## config.mk

```make
export PLATFORM = sky130hd
export DESIGN_NAME = button_chord_hold_and_key_edges
export DESIGN_NICKNAME = d
export VERILOG_FILES = /design/src/sv/bchk_pkg.sv /design/src/sv/button_chord_hold_and_key_edges.sv /design/src/sv/bchk_chord.sv /design/src/sv/bchk_ser.sv
export SDC_FILE = /design/constraint.sdc
export NUM_CORES = 1
export LEC_CHECK = 0
export ABC_CLOCK_PERIOD_IN_PS = 4960
export BUFFER_PORTS_ARGS = -buffer_cell sky130_fd_sc_hd__clkbuf_2
export CORE_MARGIN = 10
export CORE_UTILIZATION = 43
export DETAILED_ROUTE_END_ITERATION = 10
export GPL_TIMING_DRIVEN = 0
export HOLD_SLACK_MARGIN = 0.02
export SLEW_MARGIN = 20
export SYNTH_ARGS = -nofsm -noshare
export SYNTH_HDL_FRONTEND = slang
export SYNTH_HIERARCHICAL = 1
export SYNTH_SLANG_ARGS = --single-unit
```

## constraint.sdc

```tcl
create_clock -name clk -period 4.96 [get_ports clk]
set_clock_uncertainty 0.1 [all_clocks]
set_input_delay 0.992 -clock clk [delete_from_list [all_inputs] [get_ports clk]]
set_output_delay 0.992 -clock clk [all_outputs]
set_load 0.02 [all_outputs]
```

## src/sv/bchk_pkg.sv

```systemverilog
package bchk_pkg;

	// Width of the action mask field
	localparam int NUM_KEYS = 12;

	// Action bit positions used by the chords
	localparam int BIT_MENU   = 6;
	localparam int BIT_BACK   = 8;
	localparam int BIT_SLEFT  = 10;
	localparam int BIT_SRIGHT = 11;

	localparam logic [NUM_KEYS-1:0] CHORD_PAIR  = NUM_KEYS'((1 << BIT_MENU) | (1 << BIT_BACK));
	localparam logic [NUM_KEYS-1:0] CHORD_RESET =
		NUM_KEYS'((1 << BIT_SLEFT) | (1 << BIT_SRIGHT) | (1 << BIT_BACK));
	localparam logic [NUM_KEYS-1:0] PART_STRAFE = NUM_KEYS'((1 << BIT_SLEFT) | (1 << BIT_SRIGHT));
	localparam logic [NUM_KEYS-1:0] PART_LBACK  = NUM_KEYS'((1 << BIT_SLEFT) | (1 << BIT_BACK));
	localparam logic [NUM_KEYS-1:0] PART_RBACK  = NUM_KEYS'((1 << BIT_SRIGHT) | (1 << BIT_BACK));

	// Configuration register indexes
	typedef enum logic [0:0] {
		REG_PAIR_HOLD  = 1'b0,
		REG_RESET_HOLD = 1'b1
	} reg_idx_t;

	localparam logic [15:0] PAIR_HOLD_RST  = 16'd3000;
	localparam logic [15:0] RESET_HOLD_RST = 16'd5000;

	typedef enum logic [1:0] {
		KIND_RELEASE = 2'd0,
		KIND_PRESS   = 2'd1,
		KIND_PAIR    = 2'd2,
		KIND_FORGET  = 2'd3
	} kind_t;

	typedef struct packed {
		logic [31:0]         now_ms;
		logic [NUM_KEYS-1:0] pressed_mask;
	} in_word_t;

	typedef struct packed {
		kind_t      event_kind;
		logic [3:0] binding_index;
		logic       last_of_run;
	} out_word_t;

	// Chord tracking state
	typedef struct packed {
		logic        pair_active;
		logic        pair_consumed;
		logic [31:0] pair_start_time;
		logic        reset_active;
		logic        reset_consumed;
		logic        reset_guard;
		logic [31:0] reset_start_time;
	} chord_state_t;

	// One poll's worth of results handed to the output serializer
	typedef struct packed {
		logic                req_valid;
		kind_t               req_kind;
		logic [NUM_KEYS-1:0] rel;
		logic [NUM_KEYS-1:0] prs;
	} ser_load_t;

	// Index of the lowest set bit (zero when none)
	function automatic logic [3:0] lowest_idx(input logic [NUM_KEYS-1:0] m);
		logic [3:0] idx;
		idx = '0;
		for (int i = NUM_KEYS - 1; i >= 0; i--) begin
			if (m[i]) begin
				idx = 4'(i);
			end
		end
		return idx;
	endfunction

endpackage

```

## src/sv/button_chord_hold_and_key_edges.sv

```systemverilog
// Channel  | Handshake                 | Word
// ---------+---------------------------+---------------------------------------
// input    | in_valid / in_ready       | in_word  (now_ms, pressed_mask)
// output   | out_valid / out_ready     | out_word (event_kind, binding_index,
//          |                           |           last_of_run)
// config   | cfg_we                    | cfg_index, cfg_data
//
// A poll is held in the input register, then is decoded in one pass and its
// results are loaded into the output serializer, which sends one word per
// cycle while out_ready is high, one word for each result of the poll.
// The next poll is taken while the last word of the previous one is sent.
// Output stalls back up through the serializer into the input register.
// Reset clears all chord state and the published mask and restores hold times.
module button_chord_hold_and_key_edges import bchk_pkg::*; #(
	parameter int NUM_ACTIONS = 12
) (
	input  logic        clk,
	input  logic        arst_n,
	input  logic        in_valid,
	output logic        in_ready,
	input  in_word_t    in_word,
	output logic        out_valid,
	input  logic        out_ready,
	output out_word_t   out_word,
	input  logic        cfg_we,
	input  reg_idx_t    cfg_index,
	input  logic [15:0] cfg_data
);

	localparam int ACT_BITS = (NUM_ACTIONS < NUM_KEYS) ? NUM_ACTIONS : NUM_KEYS;
	localparam logic [NUM_KEYS-1:0] ACT_MASK = NUM_KEYS'((1 << ACT_BITS) - 1);

	logic [15:0]         pair_hold_q;
	logic [15:0]         reset_hold_q;
	in_word_t            in_s1;
	logic                in_valid_s1;
	chord_state_t        st_q;
	chord_state_t        st_nxt;
	logic [NUM_KEYS-1:0] pub_q;
	logic [NUM_KEYS-1:0] acts;
	logic [NUM_KEYS-1:0] filt;
	logic                req_valid;
	kind_t               req_kind;
	ser_load_t           ld;
	logic                ser_free;
	logic                load;

	// Configuration registers
	always_ff @(posedge clk or negedge arst_n) begin
		if (!arst_n) begin
			pair_hold_q  <= PAIR_HOLD_RST;
			reset_hold_q <= RESET_HOLD_RST;
		end else if (cfg_we) begin
			case (cfg_index)
				REG_PAIR_HOLD:  pair_hold_q <= cfg_data;
				REG_RESET_HOLD: reset_hold_q <= cfg_data;
				default: ;
			endcase
		end
	end

	assign load     = in_valid_s1 && ser_free;
	assign in_ready = !in_valid_s1 || load;

	// Input register
	always_ff @(posedge clk or negedge arst_n) begin
		if (!arst_n) begin
			in_valid_s1 <= 1'b0;
		end else if (in_valid && in_ready) begin
			in_valid_s1 <= 1'b1;
		end else if (load) begin
			in_valid_s1 <= 1'b0;
		end
	end

	always_ff @(posedge clk) begin
		if (in_valid && in_ready) begin
			in_s1 <= in_word;
		end
	end

	assign acts = in_s1.pressed_mask & ACT_MASK;

	bchk_chord u_chord (
		.pairing_hold_ms (pair_hold_q),
		.reset_hold_ms   (reset_hold_q),
		.now_ms          (in_s1.now_ms),
		.acts            (acts),
		.st              (st_q),
		.st_nxt          (st_nxt),
		.filt            (filt),
		.req_valid       (req_valid),
		.req_kind        (req_kind)
	);

	// Chord state and published mask advance when the poll is handed on
	always_ff @(posedge clk or negedge arst_n) begin
		if (!arst_n) begin
			st_q  <= '0;
			pub_q <= '0;
		end else if (load) begin
			st_q  <= st_nxt;
			pub_q <= filt;
		end
	end

	assign ld.req_valid = req_valid;
	assign ld.req_kind  = req_kind;
	assign ld.rel       = pub_q & ~filt;
	assign ld.prs       = filt & ~pub_q;

	bchk_ser u_ser (
		.clk       (clk),
		.arst_n    (arst_n),
		.load      (load),
		.load_data (ld),
		.free      (ser_free),
		.out_valid (out_valid),
		.out_ready (out_ready),
		.out_word  (out_word)
	);

endmodule

```

## src/sv/bchk_chord.sv

```systemverilog
module bchk_chord import bchk_pkg::*; (
	input  logic [15:0]         pairing_hold_ms,
	input  logic [15:0]         reset_hold_ms,
	input  logic [31:0]         now_ms,
	input  logic [NUM_KEYS-1:0] acts,
	input  chord_state_t        st,
	output chord_state_t        st_nxt,
	output logic [NUM_KEYS-1:0] filt,
	output logic                req_valid,
	output kind_t               req_kind
);

	logic        full_reset;
	logic        full_pair;
	logic        partial;
	logic [31:0] pair_start;
	logic [31:0] reset_start;
	logic        pair_held;
	logic        reset_held;

	assign full_reset = (acts & CHORD_RESET) == CHORD_RESET;
	assign full_pair  = (acts & CHORD_PAIR) == CHORD_PAIR;
	assign partial    = ((acts & PART_STRAFE) == PART_STRAFE) ||
	                    ((acts & PART_LBACK) == PART_LBACK) ||
	                    ((acts & PART_RBACK) == PART_RBACK);

	// Start time as it stands after this poll; elapsed time wraps mod 2^32
	assign pair_start  = st.pair_active ? st.pair_start_time : now_ms;
	assign reset_start = st.reset_active ? st.reset_start_time : now_ms;
	assign pair_held   = (now_ms - pair_start) >= {16'd0, pairing_hold_ms};
	assign reset_held  = (now_ms - reset_start) >= {16'd0, reset_hold_ms};

	// Chord decision for one poll
	always_comb begin
		st_nxt    = st;
		filt      = acts;
		req_valid = 1'b0;
		req_kind  = KIND_PAIR;
		if (full_reset) begin
			st_nxt.reset_guard      = 1'b1;
			st_nxt.reset_active     = 1'b1;
			st_nxt.reset_start_time = reset_start;
			if (!st.reset_consumed && reset_held) begin
				st_nxt.reset_consumed = 1'b1;
				req_valid             = 1'b1;
				req_kind              = KIND_FORGET;
			end
			filt = acts & ~CHORD_RESET;
		end else if (st.reset_guard) begin
			// hold the mask until every reset button is up
			if ((acts & CHORD_RESET) == '0) begin
				st_nxt.reset_guard    = 1'b0;
				st_nxt.reset_active   = 1'b0;
				st_nxt.reset_consumed = 1'b0;
			end
			filt = acts & ~CHORD_RESET;
		end else begin
			st_nxt.reset_active   = 1'b0;
			st_nxt.reset_consumed = 1'b0;
			if (full_pair) begin
				st_nxt.pair_active     = 1'b1;
				st_nxt.pair_start_time = pair_start;
				if (!st.pair_consumed && pair_held) begin
					st_nxt.pair_consumed = 1'b1;
					req_valid            = 1'b1;
					req_kind             = KIND_PAIR;
				end
				filt = acts & ~CHORD_PAIR;
			end else if (partial) begin
				st_nxt.reset_guard = 1'b1;
				filt               = acts & ~CHORD_RESET;
			end else if (st.pair_consumed) begin
				if ((acts & CHORD_PAIR) == '0) begin
					st_nxt.pair_active   = 1'b0;
					st_nxt.pair_consumed = 1'b0;
				end
				filt = acts & ~CHORD_PAIR;
			end else begin
				st_nxt.pair_active = 1'b0;
			end
		end
	end

endmodule

```

## src/sv/bchk_ser.sv

```systemverilog
module bchk_ser import bchk_pkg::*; (
	input  logic      clk,
	input  logic      arst_n,
	input  logic      load,
	input  ser_load_t load_data,
	output logic      free,
	output logic      out_valid,
	input  logic      out_ready,
	output out_word_t out_word
);

	logic                req_q;
	kind_t               kind_q;
	logic [NUM_KEYS-1:0] rel_q;
	logic [NUM_KEYS-1:0] prs_q;

	logic                rem_req;
	logic [NUM_KEYS-1:0] rem_rel;
	logic [NUM_KEYS-1:0] rem_prs;
	logic                fire;
	logic                last;

	// Pick the head word: request, then releases, then presses, low bit first
	always_comb begin
		rem_req = req_q;
		rem_rel = rel_q;
		rem_prs = prs_q;
		out_word.event_kind    = kind_q;
		out_word.binding_index = '0;
		if (req_q) begin
			rem_req = 1'b0;
		end else if (rel_q != '0) begin
			out_word.event_kind    = KIND_RELEASE;
			out_word.binding_index = lowest_idx(rel_q);
			rem_rel                = rel_q & (rel_q - NUM_KEYS'(1));
		end else begin
			out_word.event_kind    = KIND_PRESS;
			out_word.binding_index = lowest_idx(prs_q);
			rem_prs                = prs_q & (prs_q - NUM_KEYS'(1));
		end
		last                 = !rem_req && (rem_rel == '0) && (rem_prs == '0);
		out_word.last_of_run = last;
	end

	assign out_valid = req_q || (rel_q != '0) || (prs_q != '0);
	assign fire      = out_valid && out_ready;
	assign free      = !out_valid || (fire && last);

	// Pending words
	always_ff @(posedge clk or negedge arst_n) begin
		if (!arst_n) begin
			req_q <= 1'b0;
			rel_q <= '0;
			prs_q <= '0;
		end else if (load) begin
			req_q <= load_data.req_valid;
			rel_q <= load_data.rel;
			prs_q <= load_data.prs;
		end else if (fire) begin
			req_q <= rem_req;
			rel_q <= rem_rel;
			prs_q <= rem_prs;
		end
	end

	// Request kind is payload only
	always_ff @(posedge clk) begin
		if (load) begin
			kind_q <= load_data.req_kind;
		end
	end

endmodule

```

# Word level (Yosys, flattened, before mapping)
# Cells that the tools add are included.
classes:
  n_addsub: 4
  magnitude_cmp: 2
  eq_ne: 10
  n_mux: 63
  bitwise: 9
  n_reduce_logical: 33
ops:
  columns: ["operator", "count"]
  rows:
  - ["12-bit two-way mux", 12]
  - ["4-bit two-way mux", 24]
  - ["32-bit by 16-bit greater-or-equal comparator with 1-bit output", 2]
  - ["32-bit two-way mux", 2]
  - ["32-bit subtractor", 2]
  - ["12-bit bitwise AND", 4]
  - ["12-bit logical NOT", 4]
  - ["12-bit NOT", 2]
  - ["12-bit nonzero test", 2]
  - ["12-bit by 1-bit subtractor with 12-bit output, second input constant", 2]
  - ["1-bit two-way mux", 16]
  - ["5-bit AND reduction", 2]
  - ["3-bit two-way mux", 3]
  - ["9-bit two-way mux", 1]
  - ["2-bit == test, second input constant", 4]
  - ["2-bit AND reduction", 4]
  - ["1-bit logical AND", 7]
  - ["1-bit logical OR", 6]
  - ["2-bit two-way mux", 3]
  - ["6-bit two-way mux", 1]
  - ["3-bit by 1-bit != test with 1-bit output, second input constant", 2]
  - ["5-bit two-way mux", 1]
  - ["1-bit logical NOT", 4]
  - ["2-bit != test, second input constant", 2]
  - ["other kinds (6)", 9]
totals:
  regBits: 185

# Depth between registers and ports, before layout
logic_depth:
  word_depth: 14
  depth_mapped: 25

# Cells and area by module
# The synthesis kept the hierarchy.
by_module_without_submodules:
  columns: ["mod", "instances", "cells_each", "area_per_inst_um2", "seq_area_each_um2"]
  rows:
  - ["bchk_chord", 1, 916, 6117.1, 0.0]
  - ["button_chord_hold_and_key_edges", 1, 313, 5808.1, 4189.0]
  - ["bchk_ser", 1, 231, 1791.7, 685.7]

# Least setup slack after synthesis
# OpenSTA, ideal clock, no wires.
synth_path:
  path_type: "reg2reg"
  from: "register st_q[34] (netlist name)"
  to: "register st_q[33] (netlist name)"
  arrival_ps: 5008
  path_slack_ps: -273
  path_stages_with_launch: 23
  n_path_buf: 2
  cell_sequence: "dfrtp_1 clkbuf_1 clkbuf_1 mux2i_1 ha_1 nor2b_1 o31a_1 o2111ai_1 nand3_1 a21o_1 a21oi_1 xnor2_1 ha_1 nand2_1 nor2_1 a2111oi_0 o221ai_1 a311oi_1 nand4_1 nor4_1 a21oi_1 o21bai_1 mux2_2"
synth_via:
  elab_chain_cells: 6
synth_lines:
  columns: ["item", "line", "text"]
  rows:
  - ["start: declaration", "button_chord_hold_and_key_edges.sv:37", "chord_state_t st_q;"]
  - ["start signal: assignment", "button_chord_hold_and_key_edges.sv:102", "st_q <= st_nxt;"]
  - ["32-bit two-way mux", "bchk_chord.sv:29", "assign reset_start = st.reset_active ? st.reset_start_time : now_ms;"]
  - ["32-bit subtractor", "bchk_chord.sv:31", "assign reset_held = (now_ms - reset_start) >= {16'd0, reset_hold_ms};"]
  - ["32-bit by 16-bit greater-or-equal comparator with 1-bit output", "bchk_chord.sv:31", null]
  - ["1-bit logical AND", "bchk_chord.sv:43", "if (!st.reset_consumed && reset_held) begin"]
  - ["2-bit != test (no line)", null, null]
  - ["3-bit AND reduction (no line)", null, null]
# Every way passes these cells.
# A chain may end at the register's enable or synchronous reset.

# Worst setup path after layout
# Ends and elaborated chain as after synthesis.

==> summary.md <==
| Metric | Value |
|---|---|
| Vias | 11600 |
| Failing checks | negative setup slack |
| Die Height | 199 microns |
| TritonCTS clock tree | done |
| Vias in the first global route | ~11000 |
| Fin nets | 1761 |
| CP max-delay cell | dfrtp_1 |
| Max incr delay on CP | 0.40 ns |
| Overflow left after global routing | 0 |
| Initial antenna violation count | 0 |
| 1st-pass router iterations | 5 |
| Post-synth EDFFs | 46 |
| CP delay by family, top | compound AO/OA/AOI/OAI gates |
| Final worst setup slack | -0.0950 ns |
| Async set-reset flop share out of synthesis | about three quarters |
| Post-synthesis sequential area ratio | 35.5% |
| Pre-CTS setup slack | -1.46 ns |
| H-tree levels | 4 |
| Worst min path class | flip-flop to flip-flop |
| Max Cap Viol | 0 |
| Clock Latency Late Sink | 0.45 ns |
| Most frequent CP cell | nand4_1 |
| Critical Path Start Type | flip-flop |
| Worst path required time | 5.20 ns |
| Clock Path Buffers | 2 |
| Post-Route WL | ~39000 microns |
| Antenna Nets Post-Route | 0 |
| Reg clk slew, reported paths | about 0.070 ns |
| Critical path fanouts, max | 6 |
| Layout cells sized above 1 | about 25% |
| RSZ-0062 raised after global routing | yes |
| First-pass GRT wire length | 60300 microns |
| Hold-fix buffers, CTS | 0 |
| Final Wtd Congestion | 0.929 |
| Critical path, cell by cell | buf_8 -> clkbuf_16 -> mux2i_1 -> ha_2 -> o21a_1 -> o31a_1 -> o21ai_2 -> or3_1 -> and3_1 -> xnor2_1 -> ha_1 -> nand4_1 -> nor3_4 -> a2111oi_4 -> a211oi_2 -> a311oi_1 -> nand4_1 -> nor4_2 -> a21oi_2 -> o21bai_1 -> mux2_4 |
| Syn_nets | roughly 1600 |
| Yosys warning total | 6 |
| Endpoints failing setup | 3 |
| Syn Inst Count | about 1500 |
| Number of port buffers | 74 |
| DRC Markers | 0 |
| Die Area | 0.0394 sq mm |
| Fin util | 51.5% |
| CTS root buffer | clkbuf_16 |
| Final period utilization | 102% |
| Flops & latches, synth | roughly 190 |
| Avg Inst Size Synth | 9.40 sq um |
| Max Transition Viols Final | 0 |
| Cell area after synthesis | 0.0137 sq mm |
| Vias/cell | 5.79 |
| Row count | 65 |
| Boundary Pins | 75 |
| Main synth FF type | dfrtp_1 |
| Setup crit end kind | flip-flop |
| Critical path arrival | 5.29 ns |
| CTS buffer count | 17 |
| Initial Utilization | 43.5% |
| Routed WL per cell | 19.3 microns |
| Clock Sinks | 185 |
| Unique masters post-synth | 85 |
| Crit path kind | flip-flop to flip-flop |
| Sum Neg Setup Slack | -0.215 ns |
| Area Growth Syn to Fin | 18.5% |
| Most frequent cells in the layout | nand2_1 (167), o21ai_0 (133), dfrtp_1 (126) |
| Filler cell count | 2905 |
| Period minus WS final | 5.05 ns |
| Slew @ Worst Pin | 0.928 ns |
| Die W | 199 microns |
| Final hold vios | 0 |
| Fmax | 198 MHz |
| Core area | roughly 0.032 sq mm |
| Crit path buf inv count | 2 |
| Status | complete, but fails checks |
| N_diodes | 0 |
| Most common cell after layout, fill and taps aside | nand2_1 |
| DP Wirelength | 28600 microns |
| Iteration-0 DRC count of the detailed router | 850 |
| Rel. slew slack | 38.2% |
| Tot GR Track Use | 19.4% |
| Largest net degree at the start of global routing | 76 |
-- sequential cells by signal, indices dropped and copies added (netlist names), 12 cells and up --
name          count
acts             12
in_s1            32
pair_hold_q      16
pub_q            12
reset_hold_q     16
st_q             69
u_ser/prs_q      12
u_ser/rel_q      12
-- synthesized netlist by cell type (11+ instances only) --
master / number / area, sq um
dfrtp_1: 127 / 3180
nor3_1: 22 / 110
nor4_1: 11 / 68.8
edfxtp_1: 46 / 1380
o211ai_1: 15 / 113
nor2_1: 63 / 236
clkbuf_1: 47 / 176
nor2b_1: 32 / 200
inv_1: 56 / 210
mux2_2: 107 / 1200
nand2b_1: 16 / 100
o21ai_0: 140 / 701
ha_1: 96 / 1200
o31ai_1: 14 / 105
o21bai_1: 12 / 90.1
nand2_1: 169 / 634
nand3_1: 28 / 140
mux2i_1: 63 / 631
dfstp_2: 12 / 315
xor2_1: 17 / 149
xnor2_1: 28 / 245
a21o_1: 12 / 90.1
nand4_1: 24 / 150
buf_4: 11 / 82.6
a21oi_1: 93 / 465
o21a_1: 20 / 150
-- worst paths after layout --
| kind | from | endpoint | slack (ns) | cells past startpoint |
|---|---|---|---|---|
| max | st_q[34]$_DFFE_PN0P_ | st_q[33]$_DFFE_PN0P_ | -0.09 | 21 |
| min | reset_hold_q[10]$_DFFE_PN0P_ | reset_hold_q[10]$_DFFE_PN0P_ | 0.41 | 1 |
| max reg2reg | st_q[34]$_DFFE_PN0P_ | st_q[33]$_DFFE_PN0P_ | -0.09 | 21 |
| min reg2reg | reset_hold_q[10]$_DFFE_PN0P_ | reset_hold_q[10]$_DFFE_PN0P_ | 0.41 | 1 |
| max in group asynchronous | arst_n | u_ser/rel_q[3]$_DFFE_PN0P_ | 3.53 | 2 |
| min in group asynchronous | arst_n | pair_hold_q[2]$_DFFE_PN0P_ | 0.42 | 1 |
-- cell families (layout without fill, tap and decap cells) --
logic type                 after synthesis  count (layout)  synth area share, %
and+or+nand+nor                        416             416                 14.9
AOI/OAI and AO/OA                      396             396                 18.3
DFF                                    185             185                 35.5
muxes                                  180             180                 14.5
buffers and inverters                  137             287                 4.70
adders and majority gates               99              99                 9.12
xor gates and xnor gates                46              46                 2.99
other                                    1               1               0.0273
-- through the flow --
step                      instances  cell area (sq um)  hold WS, ns
after floorplan                1460              13700        0.379
after global placement         1936              14600        0.390
after detailed placement       1937              14600        0.394
after CTS                      1990              15800        0.409
after global routing           2012              16300        0.435
final                          2012              16300        0.408
-- timing repair --
item	CTS	global route
endpoints found under the setup margin	4	4
cloned	0	2
buffers inserted	21	21
resized for setup	85	44
pin swaps	37	35
-- layer usage --
metal,wire length (microns),part of all wire [%],GRT usage (%),up-vias
met4,794,2.0,6.13,0
met2,18300,47,31.5,277
li1,-,-,-,5625
met3,1840,4.8,2.94,58
met5,0,0,0,-
met1,17900,46,26.0,5685
-- layout make-up --
| type | instances | area (sq um) | area share [%] |
|---|---|---|---|
| Buffer | 79 | 517 | 3.18 |
| Clock buffer | 21 | 470 | 2.89 |
| Clock inverter | 11 | 144 | 0.885 |
| Inverter | 57 | 214 | 1.32 |
| Multi-Input combinational cell | 1138 | 8750 | 53.8 |
| Sequential cell | 185 | 4880 | 30.0 |
| Tap cell | 402 | 503 | 3.09 |
| Timing Repair Buffer | 119 | 779 | 4.80 |
Power is not shown: default switching activity piles up to over one toggle a cycle in this logic, so the estimate is an artifact.
